[config.mk]
export PLATFORM = sky130hd
export DESIGN_NAME = positional_array_list_core
export DESIGN_NICKNAME = d
export VERILOG_FILES = /design/src/rtl/pal_pkg.sv /design/src/rtl/pal_store.sv /design/src/rtl/pal_ctrl.sv /design/src/rtl/positional_array_list_core.sv
export SDC_FILE = /design/constraint.sdc
export NUM_CORES = 1
export LEC_CHECK = 0
export BUFFER_PORTS_ARGS = -buffer_cell sky130_fd_sc_hd__buf_4
export CORE_AREA = 3 3 324 326
export DETAILED_ROUTE_END_ITERATION = 6
export DIE_AREA = 0 0 327 329
export HOLD_SLACK_MARGIN = 0.03
export PLACE_DENSITY = 0.43
export SLEW_MARGIN = 20
export SYNTH_ARGS = -nofsm -noshare
export SYNTH_HDL_FRONTEND = slang
export SYNTH_SLANG_ARGS = --single-unit
[constraint.sdc]
create_clock -name clk -period 7.2 [get_ports clk]
set_input_delay 0.36 -clock clk [delete_from_list [all_inputs] [get_ports clk]]
set_output_delay 0.36 -clock clk [all_outputs]
set_load 0.03 [all_outputs]
[src/rtl/pal_pkg.sv]
package pal_pkg;

  localparam int CAPACITY_DEF = 8;

  typedef enum logic [1:0] {
    REQ_QUERY,
    REQ_INSERT,
    REQ_REMOVE,
    REQ_CLEAR
  } req_t;

  typedef enum logic [1:0] {
    ST_OK   = 2'd0,
    ST_BAD  = 2'd1,
    ST_FULL = 2'd2
  } status_t;

  typedef struct packed {
    logic signed [31:0] code;
    logic        [31:0] price;
  } entry_t;

endpackage

[src/rtl/pal_store.sv]
module pal_store #(
  parameter int CAPACITY = pal_pkg::CAPACITY_DEF,
  parameter int SW       = $clog2(CAPACITY)
) (
  input  logic            clk,
  input  logic            rst,
  input  logic            ren,
  input  logic [SW-1:0]   raddr,
  output pal_pkg::entry_t rdata,
  input  logic            wen,
  input  logic [SW-1:0]   waddr,
  input  pal_pkg::entry_t wdata
);
  import pal_pkg::*;

  entry_t              mem [CAPACITY];
  logic [CAPACITY-1:0] valid;
  entry_t              rd_q;
  logic                rd_vld;

  always_ff @(posedge clk) begin
    if (wen) begin
      mem[waddr] <= wdata;
    end
  end

  always_ff @(posedge clk) begin
    if (ren) begin
      rd_q   <= mem[raddr];
      rd_vld <= valid[raddr];
    end
  end

  always_ff @(posedge clk) begin
    if (rst) begin
      valid <= '0;
    end else if (wen) begin
      valid[waddr] <= 1'b1;
    end
  end

  assign rdata = rd_vld ? rd_q : '0;

endmodule

[src/rtl/pal_ctrl.sv]
module pal_ctrl #(
  parameter int CAPACITY = pal_pkg::CAPACITY_DEF,
  parameter int SW       = $clog2(CAPACITY),
  parameter int CW       = $clog2(CAPACITY + 1)
) (
  input  logic               clk,
  input  logic               rst,
  input  logic               start,
  output logic               busy,
  input  logic [1:0]         req_type,
  input  logic [7:0]         position,
  input  logic signed [31:0] item_code,
  input  logic [31:0]        item_price,
  output logic               done,
  output logic [1:0]         status,
  output logic signed [31:0] out_code,
  output logic [31:0]        out_price,
  output logic [3:0]         entry_count,
  output logic [2:0]         first_slot,
  output logic               ren,
  output logic [SW-1:0]      raddr,
  input  pal_pkg::entry_t    rdata,
  output logic               wen,
  output logic [SW-1:0]      waddr,
  output pal_pkg::entry_t    wdata
);
  import pal_pkg::*;

  localparam int XW = ((SW > 8) ? SW : 8) + 2;

  typedef enum logic [1:0] {
    S_IDLE,
    S_RDWAIT,
    S_SHIFT,
    S_FINAL
  } state_t;

  state_t        state;
  logic [SW-1:0] head;
  logic [SW-1:0] head_nx;
  logic [SW-1:0] rptr;
  logic [SW-1:0] rd_addr_q;
  logic [SW-1:0] fslot;
  logic [CW-1:0] count;
  logic [CW-1:0] cnt_nx;
  logic [CW-1:0] rem;
  logic          dir_up;
  logic          rd_pend;
  logic          rd_skip;
  logic          cap_next;
  entry_t        fdata;
  entry_t        res;
  status_t       res_st;

  logic [XW-1:0] pos_x;
  logic [XW-1:0] cnt_x;
  logic [XW-1:0] head_x;
  logic [XW-1:0] slot_x;
  logic [XW-1:0] last_x;
  logic          pos_ok;
  logic          ins_ok;
  logic          full;
  logic          at_end;
  logic          accept;

  always_comb begin
    pos_x  = XW'(position);
    cnt_x  = XW'(count);
    head_x = XW'(head);
    slot_x = head_x + pos_x - XW'(1);
    last_x = head_x + cnt_x - XW'(1);
    pos_ok = (pos_x != '0) && (pos_x <= cnt_x);
    ins_ok = (pos_x != '0) && (pos_x <= cnt_x + XW'(1));
    full   = cnt_x >= XW'(CAPACITY);
    at_end = (head_x + cnt_x) >= XW'(CAPACITY);
  end

  assign accept = (state == S_IDLE) && start;
  assign busy   = (state != S_IDLE);

  assign ren   = (accept && (req_t'(req_type) == REQ_QUERY) && pos_ok) ||
                 ((state == S_SHIFT) && (rem != '0));
  assign raddr = (state == S_IDLE) ? SW'(slot_x) : rptr;
  assign wen   = ((state == S_SHIFT) && rd_pend && !rd_skip) || (state == S_FINAL);
  assign waddr = (state == S_FINAL) ? fslot :
                 (dir_up ? rd_addr_q - SW'(1) : rd_addr_q + SW'(1));
  assign wdata = (state == S_FINAL) ? fdata : rdata;

  always_ff @(posedge clk) begin
    if (rst) begin
      state   <= S_IDLE;
      done    <= 1'b0;
      head    <= '0;
      count   <= '0;
      rd_pend <= 1'b0;
    end else begin
      done <= 1'b0;
      unique case (state)
        S_IDLE: begin
          if (start) begin
            res <= '0;
            unique case (req_t'(req_type))
              REQ_QUERY: begin
                if (pos_ok) begin
                  state <= S_RDWAIT;
                end else begin
                  res_st <= ST_BAD;
                  done   <= 1'b1;
                end
              end
              REQ_INSERT: begin
                if (full) begin
                  res_st <= ST_FULL;
                  done   <= 1'b1;
                end else if (!ins_ok) begin
                  res_st <= ST_BAD;
                  done   <= 1'b1;
                end else begin
                  state    <= S_SHIFT;
                  cap_next <= 1'b0;
                  fdata    <= '{code: item_code, price: item_price};
                  cnt_nx   <= count + CW'(1);
                  if (count == '0) begin
                    rem     <= '0;
                    head_nx <= '0;
                    fslot   <= '0;
                  end else if (!at_end) begin
                    rptr    <= SW'(last_x);
                    dir_up  <= 1'b0;
                    rem     <= CW'(cnt_x - pos_x + XW'(1));
                    head_nx <= head;
                    fslot   <= SW'(slot_x);
                  end else begin
                    rptr    <= head;
                    dir_up  <= 1'b1;
                    rem     <= CW'(pos_x - XW'(1));
                    head_nx <= head - SW'(1);
                    fslot   <= SW'(slot_x - XW'(1));
                  end
                end
              end
              REQ_REMOVE: begin
                if (!pos_ok) begin
                  res_st <= ST_BAD;
                  done   <= 1'b1;
                end else begin
                  state    <= S_SHIFT;
                  rptr     <= SW'(slot_x);
                  dir_up   <= 1'b1;
                  rem      <= CW'(cnt_x - pos_x + XW'(1));
                  cap_next <= 1'b1;
                  fslot    <= SW'(last_x);
                  fdata    <= '0;
                  cnt_nx   <= count - CW'(1);
                  head_nx  <= (count == CW'(1)) ? '0 : head;
                end
              end
              REQ_CLEAR: begin
                head   <= '0;
                count  <= '0;
                res_st <= ST_OK;
                done   <= 1'b1;
              end
            endcase
          end
        end
        S_RDWAIT: begin
          res    <= rdata;
          res_st <= ST_OK;
          done   <= 1'b1;
          state  <= S_IDLE;
        end
        S_SHIFT: begin
          if (rd_pend && rd_skip) begin
            res <= rdata;
          end
          if (rem != '0) begin
            rptr      <= dir_up ? rptr + SW'(1) : rptr - SW'(1);
            rem       <= rem - CW'(1);
            rd_addr_q <= rptr;
            rd_skip   <= cap_next;
            cap_next  <= 1'b0;
            rd_pend   <= 1'b1;
          end else begin
            rd_pend <= 1'b0;
            state   <= S_FINAL;
          end
        end
        S_FINAL: begin
          head   <= head_nx;
          count  <= cnt_nx;
          res_st <= ST_OK;
          done   <= 1'b1;
          state  <= S_IDLE;
        end
      endcase
    end
  end

  assign status      = res_st;
  assign out_code    = res.code;
  assign out_price   = res.price;
  assign entry_count = 4'(count);
  assign first_slot  = 3'(head);

  a_no_overlap: assert property (@(posedge clk) disable iff (rst)
    ren && wen |-> raddr != waddr)
    else $error("read and write hit the same slot");

  a_count_cap: assert property (@(posedge clk) disable iff (rst)
    count <= CW'(CAPACITY))
    else $error("count exceeds capacity");

  a_empty_head: assert property (@(posedge clk) disable iff (rst)
    count == '0 |-> head == '0)
    else $error("empty list with nonzero head");

  a_err_zero: assert property (@(posedge clk) disable iff (rst)
    done && res_st != ST_OK |-> res == '0)
    else $error("error beat carries data");

  a_accept_resp: assert property (@(posedge clk) disable iff (rst)
    accept |=> done || busy)
    else $error("accepted beat dropped");

endmodule

[src/rtl/positional_array_list_core.sv]
// Query: slot read on accept, result registered from it; error, clear: at accept.
// Insert/remove: the shift reads at most CAPACITY slots;
// remove also reads the removed entry. One read port: one slot per cycle.
// One beat in flight; busy stays high until its done beat. done pulses one cycle.
// rst (synchronous) empties the list and makes every slot read as zero.
module positional_array_list_core #(
  parameter int CAPACITY = pal_pkg::CAPACITY_DEF
) (
  input  logic               clk,
  input  logic               rst,
  input  logic               start,
  output logic               busy,
  input  logic [1:0]         req_type,
  input  logic [7:0]         position,
  input  logic signed [31:0] item_code,
  input  logic [31:0]        item_price,
  output logic               done,
  output logic [1:0]         status,
  output logic signed [31:0] out_code,
  output logic [31:0]        out_price,
  output logic [3:0]         entry_count,
  output logic [2:0]         first_slot
);
  import pal_pkg::*;

  localparam int SW = $clog2(CAPACITY);

  logic          ren;
  logic [SW-1:0] raddr;
  entry_t        rdata;
  logic          wen;
  logic [SW-1:0] waddr;
  entry_t        wdata;

  pal_ctrl #(
    .CAPACITY (CAPACITY)
  ) u_ctrl (
    .clk         (clk),
    .rst         (rst),
    .start       (start),
    .busy        (busy),
    .req_type    (req_type),
    .position    (position),
    .item_code   (item_code),
    .item_price  (item_price),
    .done        (done),
    .status      (status),
    .out_code    (out_code),
    .out_price   (out_price),
    .entry_count (entry_count),
    .first_slot  (first_slot),
    .ren         (ren),
    .raddr       (raddr),
    .rdata       (rdata),
    .wen         (wen),
    .waddr       (waddr),
    .wdata       (wdata)
  );

  pal_store #(
    .CAPACITY (CAPACITY)
  ) u_store (
    .clk   (clk),
    .rst   (rst),
    .ren   (ren),
    .raddr (raddr),
    .rdata (rdata),
    .wen   (wen),
    .waddr (waddr),
    .wdata (wdata)
  );

endmodule

After elaboration in Yosys (flattened, before gate mapping). Memory sizes are Yosys's and may differ from the RTL's. A register that Yosys moved wholly into a read port is not among the register bits. Cells that the tools add are included.

Eq/ne operators: 25. Shift operators: 0. Magnitude comparators: 7. $mul: 0. Bitwise gates (word level): 2. Reduce and logical (&&, ||, !) cells: 35. Multiplexer cells: 93. Add/subtract/negate cells: 17. Div/mod/pow operators: 0.

Operators by type and width (number): two-way mux 64 bit (7); one-hot mux 64 bit (3 select lines) (1); one-hot mux 64 bit (2 select lines) (1); two-way mux 3 bit (24); two-way mux 4 bit (12); one-hot mux 4 bit (2 select lines) (4); one-hot mux 3 bit (2 select lines) (5); two-way mux 2 bit (10); two-way mux 1 bit (18); one-hot mux 2 bit (3 select lines) (3); subtractor 3 x 1 -> 3 bit, second input constant (6); AND reduction 8 bit (2); != test 2 bit, second input constant (7); AND reduction 7 bit (2); != test 3 bit, second input constant (4); subtractor 4 x 1 -> 4 bit, second input constant (3); logical AND 1 bit (10); nonzero test 2 bit (5); != test 3 x 2 -> 1 bit, second input constant (3); AND reduction 9 bit (1); adder 4 x 1 -> 4 bit, second input constant (2); equality test 2 bit, second input constant (4); <= comparator 8 x 4 -> 1 bit (1); <= comparator 8 x 5 -> 1 bit (1); other kinds (31) (43).

Bits in read-only memories: 0. Output and inout port bits: 75. Memories kept: 1. RAM bits: 512. Bits in latches: 0. Flip-flop bits (word level): 173. Word-level logic and storage cells: 201. Input port bits: 77.

Memories: u_store.mem (words 8, bits a word 64, read ports 1, clocked after Yosys merged registers in 1, wr ports 1, line pal_store.sv:16) `entry_t mem [CAPACITY];`.

Depth between registers and ports, before layout. Gate-level depths: netlist of run 1.

Word-level depth: 9. Depth in mapped cells: 13. Mapped depth without buffers: 10.

Hierarchy. From an unflattened synthesis of run 1, not the netlist that was laid out.

Cell total of the unflattened synthesis: 1577. Area total of the unflattened synthesis: 30350.4 µm².

By module, submodules not included: pal_store (instances 1, cells an instance 920, area each 21977.3 µm², sequential area each 17486.8 µm²); pal_ctrl (instances 1, cells an instance 657, area each 8373.0 µm², sequential area each 4814.6 µm²).

Worst setup path after synthesis of run 1. No wires, ideal clock.

Kind: register to register. From: reg u_ctrl.count[1], in the netlist u_ctrl.entry_count[1]. To: reg u_ctrl.cnt_nx[0] (enable). Cell stages (with the launch flop): 11. Data required time: 6.603 ns. Setup slack: -0.683 ns. Arrival: 7.286 ns. Path buffers: 0. Path through: dfxtp_1 inv_1 ha_1 inv_1 ha_1 nor2b_1 o211ai_1 a21oi_1 o21ai_0 nand2_1 nor3_1.

Word-level cells in the longest chain between the ends: 5.

Ends and longest elaborated chain: from (decl) (line pal_ctrl.sv:44) `logic [CW-1:0] count;`; from (signal assigned) (line pal_ctrl.sv:191) `count <= cnt_nx;`; adder 4 x 1 -> 5 bit (line pal_ctrl.sv:73) `ins_ok = (pos_x != '0) && (pos_x <= cnt_x + XW'(1));`; <= comparator 8 x 5 -> 1 bit (line pal_ctrl.sv:73); logical AND 1 bit (line pal_ctrl.sv:73); != test 2 x 1 -> 1 bit (no source line); AND reduction 7 bit (no source line) (*); to (signal assigned) (line pal_ctrl.sv:122) `cnt_nx <= count + CW'(1);`; to (signal assigned) (line pal_ctrl.sv:154) `cnt_nx <= count - CW'(1);`; to (decl) (line pal_ctrl.sv:45) `logic [CW-1:0] cnt_nx;`.

Mark *: on every way between the ends. The rest lies on a longest branch, timed or not. A chain may end at the register's enable or synchronous reset.

Worst setup path in the final report of run 1.
From: reg u_ctrl.state[0]. To: mem u_store.mem[7][48] in the netlist's numbering (enable).

Word-level cells in the longest chain between the ends: 6.

Ends and longest elaborated chain: from (decl) (line pal_ctrl.sv:38) `state_t state;`; from (signal assigned) (line pal_ctrl.sv:91) `state <= S_IDLE;`; from (signal assigned) (line pal_ctrl.sv:105) `state <= S_RDWAIT;`; from (signal assigned) (line pal_ctrl.sv:119) `state <= S_SHIFT;`; equality test 2 bit (line pal_ctrl.sv:84) `assign wen = ((state == S_SHIFT) && rd_pend && !rd_skip) || (state == S_FINAL);`; logical AND 1 bit (2 in a row) (line pal_ctrl.sv:84); logical OR 1 bit (line pal_ctrl.sv:84); two-way mux 1 bit (line pal_store.sv:22) `if (wen) begin`; two-way mux 1 bit (not written as such) (line pal_store.sv:23) `mem[waddr] <= wdata;`; to (decl) (line pal_store.sv:16).

Parallel ways exist; a longest one is shown, timed or not.

==> results of run 1 <==
worst max path at each step:
stage,from,to,slack (ps)
floorplan,u_ctrl.state[0],u_ctrl.out_code[0],570
global placement,u_ctrl.state[0],u_store.mem[4][34],3020
detailed placement,u_ctrl.state[0],u_store.mem[7][48],3030
CTS,u_ctrl.state[0],u_store.mem[7][48],3030
global route,u_ctrl.state[0],u_store.mem[7][48],2880
finish,u_ctrl.state[0],u_store.mem[7][48],3120
sequential cells by signal, summed over array words and instances, names as in the netlist, 2 cells and up:
register	count
u_ctrl.cnt_nx	4
u_ctrl.rem	4
u_ctrl.rd_addr_q	3
u_ctrl.rptr	3
u_store.rd_q	64
u_ctrl.fdata	64
u_ctrl.fslot	3
u_ctrl.head_nx	3
u_ctrl.entry_count	4
u_ctrl.status	2
u_ctrl.state	2
u_ctrl.out_price	32
u_store.valid	8
u_store.mem	512
u_ctrl.first_slot	3
u_ctrl.out_code	32
critical path, stage by stage, from the launching register on:
cell,delay (ps)
sky130_fd_sc_hd__dfxtp_1,430
sky130_fd_sc_hd__ha_4,670
sky130_fd_sc_hd__buf_4,640
sky130_fd_sc_hd__nand2_1,150
sky130_fd_sc_hd__o21a_1,280
sky130_fd_sc_hd__nor3_2,210
sky130_fd_sc_hd__buf_4,320
sky130_fd_sc_hd__buf_4,850
area by class of cell:
cell class,instances,area (µm²)
Fill cell,9680,65400
Multi-Input combinational cell,966,7790
Inverter,36,135
Sequential cell,749,22300
Tap cell,1368,1710
Clock buffer,111,2290
Clock inverter,38,348
Timing Repair Buffer,240,2050
cells in the final DEF (no fill, tap or decap), drive strengths merged, types with 28 or more instances in the layout:
master	synthesis	layout
clkinv	1	28
clkbuf	82	111
a221oi	66	66
ha	37	37
a22o	69	69
and3	65	65
nand2	148	148
mux2i	267	267
nor2	39	39
dlygate4sd3	0	53
edfxtp	730	730
buf	29	187
o21ai	77	77
inv	35	38
nor2b	68	68
Yosys cell counts, types with 4 or more instances:
library cell	instances	area [µm²]
sky130_fd_sc_hd__buf_6	7	78.8
sky130_fd_sc_hd__nand2_1	148	556
sky130_fd_sc_hd__nor2_1	39	146
sky130_fd_sc_hd__a22o_1	69	604
sky130_fd_sc_hd__edfxtp_1	730	21900
sky130_fd_sc_hd__clkbuf_1	77	289
sky130_fd_sc_hd__o21ai_0	76	380
sky130_fd_sc_hd__buf_1	4	15.0
sky130_fd_sc_hd__nor2b_1	68	425
sky130_fd_sc_hd__fa_1	5	100
sky130_fd_sc_hd__inv_1	35	131
sky130_fd_sc_hd__and3_1	65	407
sky130_fd_sc_hd__dfxtp_1	19	380
sky130_fd_sc_hd__clkbuf_4	5	37.5
sky130_fd_sc_hd__a221oi_2	64	961
sky130_fd_sc_hd__nand2b_1	9	56.3
sky130_fd_sc_hd__o22ai_1	4	25.0
sky130_fd_sc_hd__a21oi_1	23	115
sky130_fd_sc_hd__xnor2_1	11	96.3
sky130_fd_sc_hd__xor2_1	8	70.1
sky130_fd_sc_hd__buf_8	5	75.1
sky130_fd_sc_hd__ha_1	37	463
sky130_fd_sc_hd__nor3_1	13	65.1
sky130_fd_sc_hd__mux2i_1	267	2670
sky130_fd_sc_hd__buf_4	11	82.6
sky130_fd_sc_hd__a211o_1	6	52.6
sky130_fd_sc_hd__nand3_1	12	60.1
through the flow:
step / cells / hold slack (ps) / total power (W)
global placement: 3302 / 420 / 0.00691
global route: 3508 / 33.1 / 0.0115
finish: 3508 / 66.2 / 0.0110
floorplan: 1862 / 400 / 0.00642
CTS: 3508 / 30.8 / 0.0112
detailed placement: 3306 / 407 / 0.00696
cell families after synthesis:
kind of cell / count (synthesis) / share of synthesized area, %
AOI/OAI and AO/OA: 272 / 7.77
xor gates and xnor gates: 21 / 0.649
adders and majority gates: 42 / 1.84
buffers and inverters: 147 / 2.41
DFF: 749 / 72.8
muxes: 268 / 8.76
and+or+nand+nor: 363 / 5.81
power groups by stage:
stage | Clock (W) | Sequential (W) | Combinational, W
detailed placement | 0 | 0.00518 | 0.00178
global route | 0.00444 | 0.00510 | 0.00191
finish | 0.00413 | 0.00509 | 0.00176
floorplan | 0 | 0.00526 | 0.00116
global placement | 0 | 0.00518 | 0.00172
CTS | 0.00427 | 0.00509 | 0.00180
metal layers:
metal	GRT usage, %	up-vias
met5	0	-
met4	4.23	0
met3	2.47	115
met2	24.1	323
met1	19.4	8458
li1	-	7633
==> metrics, run 1 <==
run status completed; iteration-0 DRC count of the detailed router 974; met1 wire length 35600 µm; post-synthesis instance total 1862; endpoint arrival time on the critical path 4330 ps; Ant. Diodes 0; largest net degree at the start of global routing 128; category of the most critical setup path register to register; final global-route overflow total 0; Critical R2R Launch u_ctrl.state[0]; portion of the post-synthesis area used by sequential elements 72.8%; synthesis-to-layout area growth 19.5%; Worst Path Max Fanout 53; Synth async-reset ratio 0%; worst slack, placed 3030 ps; post-route worst setup slack 3120 ps; ratio of cells with drive above 1 in the final layout 17.9%; core region area 102000 µm²; final count of negative-setup-slack endpoints 0; buffers from clock root to sink, at most 3; Die Footprint 108000 µm²; core occupancy in the finished layout 35.9%; quantity of gates resized following cts 0; Layout Cell Area excl Fill 36600 µm²; switching power summed over all nets 0.00283 W; upper clock frequency limit 0.245 GHz; total of max-cap violations 0; die boundary width 327 µm; Worst setup SP type register; Hold Path Cell Cnt 2; Pre-antenna DRT Iters 5; startpoint of the worst hold path item_price[26]; Final Skew 22.0 ps; depth of the CTS H-tree 3; post-DR vias/cell 4.71; number of enable flip-flop cells after synthesis 730; power per unit of standard cell area 300 nW/µm²; area of the mapped netlist 30600 µm²; met3 routed WL 2980 µm; number of buffers inserted by post-CTS setup repair 0; number of cells traversed by the worst register-to-register path 7; switch share 25.8%; Sink Count 749; internal power 0.00816 W; slew of the pin with the lowest slew margin 1110 ps; endpoint of the worst hold-timing path u_ctrl.fdata[26]; number of top-level design ports 152; initial core utilization 30.0%; average cell area after synthesis 16.5 µm²; number of clock buffers inserted by TritonCTS 86; shortest clock period the worst path allows after layout 4080 ps; yosys warns 0; top flip-flop cell by instance count after synthesis sky130_fd_sc_hd__edfxtp_1; instance area after placement 33500 µm²; setup repair after global routing missed its margin false; final count of pins violating max slew 0; fraction of power consumed by sequential logic 46.3%; number of nets in the finished design 2198; required time of the worst setup path 7450 ps; port bufs 151; fraction of the cycle the final worst path needs 56.7%; final antenna-violating net count 0; leakage 13.0 nW; FF-to-FF End u_store.mem[7][48]; total number of vias 16500; worst slew slack as a fraction of its limit 26.1%; Vert. Die Dim 329 µm; global-route wire length before repair 116000 µm; vias in the first global route 17400; Wirelength per Cell 22.3 µm; number of buffers inserted for hold repair after clock tree synthesis 53; worst min path class input port to register; clock tree from TritonCTS yes; wire length on met2 37900 µm; buffer cell driving the clock tree root sky130_fd_sc_hd__clkbuf_16; all-layer global routing usage 14.5%; post-detailed-placement half-perimeter wirelength 41600 µm; placer congestion estimate 0.742; flip-flop and latch count after synthesis 749; cell row count 117; number of antenna violations at the first check in global routing 3; clock share of power 37.6%; clock insertion delay at the later pin of the skew report 630 ps; max layer used met4; total routed wirelength 78400 µm; register-to-register setup slack 3120 ps; number of distinct library cells after synthesis 55; final hold violation count 0; sum of negative setup slack 0 ps; Post-route DRC 0; Clk pin slew, worst setup/hold paths 60 ps; worst ir drop on vdd 0.165 mV; Post-Syn Nets 1981; Comb pwr share 16.0%; Worst Setup End Kind register
No activity file was read; power rests on OpenSTA's default activity.
==> run 2: changes to the inputs <==
==> constraint.sdc (replaced) <==
create_clock -name clk -period 3.6 [get_ports clk]
set_input_delay 0.18 -clock clk [delete_from_list [all_inputs] [get_ports clk]]
set_output_delay 0.18 -clock clk [all_outputs]
set_load 0.03 [all_outputs]
==> metrics, run 2 (synthesis results as in run 1) <==
critical path's top delay family buffers and inverters; power per unit of standard cell area 587 nW/µm²; die boundary width 327 µm; final hold violation count 0; core region area 102000 µm²; synthesis-to-layout area growth 21.8%; number of top-level design ports 152; cell row count 117; shortest clock period the worst path allows after layout 3020 ps; global-route wire length before repair 115000 µm; sum of buffers and inverters on the critical path 4; worst slew slack as a fraction of its limit 38.3%; vias in the first global route 17500; slew of the pin with the lowest slew margin 916 ps; wire length on met2 37400 µm; Sink Count 749; fraction of the cycle the final worst path needs 83.9%; startpoint of the worst hold path req_type[1]; depth of the CTS H-tree 3; cell count after placement 3333; final count of pins violating max slew 0; Post-Route Hold Slack 104 ps; upper clock frequency limit 0.331 GHz; max layer used met5; met3 routed WL 2750 µm; most used cells in the layout excluding fill and tap cells 730 x sky130_fd_sc_hd__edfxtp_1, 266 x sky130_fd_sc_hd__mux2i_1, 180 x sky130_fd_sc_hd__buf_4; Die Footprint 108000 µm²; all-layer global routing usage 14.3%; leakage 13.3 nW; initial core utilization 30.0%; Slowest-stage cell, CP sky130_fd_sc_hd__dfxtp_1; number of clock buffers inserted by TritonCTS 84; number of antenna violations at the first check in global routing 2; combined area of the multi-input logic cells 7850 µm²; Worst Setup End Kind register; clock insertion delay at the later pin of the skew report 630 ps; buffer cell driving the clock tree root sky130_fd_sc_hd__clkbuf_16; Setup crit start u_ctrl.first_slot[0]; Pre-antenna DRT Iters 5; sum of negative setup slack 0 ps; Final Skew 24.2 ps; quantity of gates resized following cts 0; Critical R2R Launch u_ctrl.first_slot[0]; worst ir drop on vdd 0.309 mV; Storage cell area 22300 µm²; port bufs 151; buffers from clock root to sink, at most 3; worst min path class input port to register; category of the most critical setup path register to register; iteration-0 DRC count of the detailed router 951; number of buffers inserted by post-CTS setup repair 0; run status completed; required time of the worst setup path 3940 ps; total number of vias 16600; post-detailed-placement half-perimeter wirelength 44000 µm; post-DR vias/cell 4.67; post-route worst setup slack 580 ps; setup repair after global routing missed its margin false; total of max-cap violations 0; biggest regs u_store.mem x512, u_ctrl.fdata x64, u_store.rd_q x64; Clk pin slew, worst setup/hold paths 60 ps; number of fill cells in the layout 9560; post-layout instance count excluding filler cells 3554; clock tree from TritonCTS yes; placer congestion estimate 0.709; most frequent standard cell in the layout excluding fill and tap cells sky130_fd_sc_hd__edfxtp_1; Worst Path Max Fanout 42; final antenna-violating net count 0; final global-route overflow total 0; total routed wirelength 77800 µm; met1 wire length 36300 µm; worst slack, placed 585 ps; ratio of cells with drive above 1 in the final layout 19.5%; Critical Path Max Stage Delay 450 ps; number of buffers inserted for hold repair after clock tree synthesis 68; Post-route DRC 0; largest net degree at the start of global routing 74; Vert. Die Dim 329 µm; number of flip-flops in the largest register 512; Wirelength per Cell 21.9 µm; endpoint arrival time on the critical path 3360 ps; number of nets in the finished design 2238; Worst setup SP type register; final count of negative-setup-slack endpoints 0; cell-by-cell trace of the critical path inv_1 -> ha_1 -> inv_1 -> ha_1 -> xor2_1 -> xnor2_2 -> mux2i_4 -> buf_12 -> buf_12 -> mux2i_1 -> a22o_1 -> a221oi_2; register with the most flip-flops u_store.mem
run 2: cell types whose count changed in the layout (fill, tap and decap cells not counted), sizes merged:
cell         before  now
buf             187  214
bufinv            6    5
clkbuf          111  104
clkinv           28   39
clkinvlp          2    1
diode             0    2
dlygate4sd3      53   68
run 2: power by group:
part / internal [W] / switching [W] / total, W
clock network: 0.00471 / 0.00343 / 0.00814
registers: 0.0101 / 0.000120 / 0.0102
logic: 0.00144 / 0.00216 / 0.00360
run 2: area by class of cell:
class | count | share of cell area (%)
clock buffers | 104 | 5.92
clock inverters | 47 | 1.01
diodes | 2 | 0.0134
flip-flops and latches | 749 | 59.8
inverters | 36 | 0.369
multi-input cells | 966 | 21.0
repair buffers | 282 | 7.27
well taps | 1368 | 4.59
run 2: layer usage:
| metal | track usage (%) | up-vias |
|---|---|---|
| met5 | 0 | - |
| met4 | 3.71 | 2 |
| met3 | 2.35 | 92 |
| li1 | - | 7728 |
| met1 | 19.7 | 8495 |
| met2 | 23.6 | 293 |
run 2: worst reg2reg max path, delay by kind of cell, from the launching register on:
| family | cells | cell delay, ps |
|---|---|---|
| buffers and inverters | 4 | 800 |
| muxes | 2 | 520 |
| DFF | 1 | 450 |
| xor gates and xnor gates | 2 | 410 |
| adders and majority gates | 2 | 340 |
| AOI/OAI and AO/OA | 2 | 220 |
run 2: per-stage QoR:
stage                     area, µm²  util [%]  power [W]
after floorplan               30800         -     0.0128
after global placement        34000      33.4     0.0139
after detailed placement      34000      33.4     0.0140
after CTS                     37300      36.6     0.0223
after global routing          37300      36.6     0.0229
final                         37300      36.6     0.0219
run 2: final timing paths:
path | to | slack [ps] | cells after the start
worst max-delay path | u_store.rd_q[22] | 580 | 12
worst min-delay path | u_ctrl.fslot[2] | 100 | 4
worst max register to register | u_store.rd_q[22] | 580 | 12
worst min register to register | u_ctrl.rd_skip | 450 | 0
==> run 3: changes to the inputs <==
==> constraint.sdc (replaced) <==
create_clock -name clk -period 2.6 [get_ports clk]
set_input_delay 0.13 -clock clk [delete_from_list [all_inputs] [get_ports clk]]
set_output_delay 0.13 -clock clk [all_outputs]
set_load 0.03 [all_outputs]
==> metrics, run 3 (synthesis results as in run 1) <==
run status complete, but fails checks; failing checks setup timing; final count of pins violating max slew 0; upper clock frequency limit 0.373 GHz; fraction of the cycle the final worst path needs 103%; worst slack, placed -128 ps; Clk pin slew, worst setup/hold paths 60 ps; clock tree from TritonCTS yes; buffers from clock root to sink, at most 3; clock insertion delay at the later pin of the skew report 640 ps; initial core utilization 30.0%; total routed wirelength 83600 µm; biggest regs u_store.mem x512, u_ctrl.fdata x64, u_store.rd_q x64; critical path's top delay family buffers and inverters; Pre-antenna DRT Iters 5; most used cells in the layout excluding fill and tap cells 730 x sky130_fd_sc_hd__edfxtp_1, 263 x sky130_fd_sc_hd__buf_4, 231 x sky130_fd_sc_hd__mux2i_1; post-detailed-placement half-perimeter wirelength 47000 µm; category of the most critical setup path register to register; Sink Count 749; global-route wire length before repair 119000 µm; depth of the CTS H-tree 3; buffer cell driving the clock tree root sky130_fd_sc_hd__clkbuf_16; post-DR vias/cell 4.68; Worst Path Max Fanout 8; final global-route overflow total 0; register-to-register setup slack -80 ps; placer congestion estimate 0.738; Vert. Die Dim 329 µm; worst min path class input port to register; slew of the pin with the lowest slew margin 1050 ps; setup repair after global routing missed its margin true; Wirelength per Cell 22.4 µm; most frequent standard cell in the layout excluding fill and tap cells sky130_fd_sc_hd__edfxtp_1; number of top-level design ports 152; leakage 14.6 nW; ratio of cells with drive above 1 in the final layout 28.3%; cell row count 117; required time of the worst setup path 3050 ps; core region area 102000 µm²; cell count after placement 3439; post-layout instance count excluding filler cells 3732; synthesis-to-layout area growth 31.3%; worst slew slack as a fraction of its limit 29.6%; number of nets in the finished design 2410; shortest clock period the worst path allows after layout 2680 ps; post-route worst setup slack -79.6 ps; cell-by-cell trace of the critical path inv_4 -> ha_4 -> inv_2 -> ha_4 -> xor2_2 -> xnor2_2 -> mux2i_4 -> buf_12 -> buf_16 -> buf_16 -> buf_12 -> buf_6 -> mux2i_2 -> a221oi_2; final hold violation count 0; Die Footprint 108000 µm²; port bufs 151; Final Total Pwr 0.0326 W; Ant. Diodes 0; die boundary width 327 µm; Slowest-stage cell, CP sky130_fd_sc_hd__dfxtp_4; Worst Setup End Kind register; Storage cell area 22300 µm²; worst ir drop on vdd 0.452 mV; number of fill cells in the layout 9426; all-layer global routing usage 14.9%; register with the most flip-flops u_store.mem; Critical Path Max Stage Delay 350 ps; iteration-0 DRC count of the detailed router 1123; combined area of the multi-input logic cells 8180 µm²; largest net degree at the start of global routing 79; final count of negative-setup-slack endpoints 95; total number of vias 17500; number of antenna violations at the first check in global routing 1; number of flip-flops in the largest register 512; total of max-cap violations 0; Post-route DRC 0; endpoint arrival time on the critical path 3120 ps; number of clock buffers inserted by TritonCTS 85; final antenna-violating net count 0; vias in the first global route 18000; Final Skew 26.7 ps; power per unit of standard cell area 810 nW/µm²; sum of buffers and inverters on the critical path 7; Worst setup SP type register
run 3: area by class of cell:
| type | instances | area share [%] |
|---|---|---|
| repair buffers | 453 | 12.9 |
| inverters | 36 | 0.348 |
| clock inverters | 48 | 0.998 |
| multi-input cells | 966 | 20.3 |
| clock buffers | 112 | 5.70 |
| flip-flops and latches | 749 | 55.5 |
| well taps | 1368 | 4.25 |
run 3: worst paths after layout:
check                                          start          endpoint  depth (start not counted)
worst max-delay path            u_ctrl.first_slot[1]  u_store.rd_q[10]                         14
worst min-delay path                           start   u_ctrl.state[1]                          5
worst max register to register  u_ctrl.first_slot[1]  u_store.rd_q[10]                         14
worst min register to register       u_ctrl.cap_next    u_ctrl.rd_skip                          0
run 3: power breakdown:
group	switching (W)	internal (W)
Sequential	0.000164	0.0139
Combinational	0.00352	0.00335
Clock	0.00488	0.00674
run 3: per-stage QoR:
step | hold slack [ps] | utilization [%] | TNS, ps | instance area (µm²)
3_3_place_gp | 422 | 34.5 | -3930 | 35200
4_1_cts | 46.9 | 38.5 | -2500 | 39300
5_1_grt | 70.0 | 39.4 | -22300 | 40200
3_5_place_dp | 428 | 34.5 | -6950 | 35200
6_report | 96.1 | 39.4 | -3370 | 40200
2_1_floorplan | 278 | - | -329260 | 30900
run 3: repair_timing:
action / in CTS / in global routing
gates cloned: 9 / 19
endpoints found under the hold margin: 85 / 0
pin swaps: 21 / 49
buffers inserted: 13 / 25
resized for setup: 71 / 65
hold buffers: 69 / 0
endpoints found under the setup margin: 136 / 173
run 3: routing by layer:
metal,routed length [µm],vias up,global-route usage [%],part of all wire (%)
li1,-,8101,-,-
met2,41000,315,25.0,49
met1,38300,8944,20.2,46
met4,1430,0,3.62,1.7
met3,2920,102,2.41,3.5
met5,0,-,0,0
run 3: worst reg2reg max path, stage by stage, from the launching register on:
cell                       delay (ps)
sky130_fd_sc_hd__dfxtp_4          350
sky130_fd_sc_hd__inv_4             40
sky130_fd_sc_hd__ha_4             250
sky130_fd_sc_hd__inv_2             40
sky130_fd_sc_hd__ha_4             150
sky130_fd_sc_hd__xor2_2           150
sky130_fd_sc_hd__xnor2_2          240
sky130_fd_sc_hd__mux2i_4          130
sky130_fd_sc_hd__buf_12           160
sky130_fd_sc_hd__buf_16           150
sky130_fd_sc_hd__buf_16           160
sky130_fd_sc_hd__buf_12           150
sky130_fd_sc_hd__buf_6            120
sky130_fd_sc_hd__mux2i_2          140
sky130_fd_sc_hd__a221oi_2         270
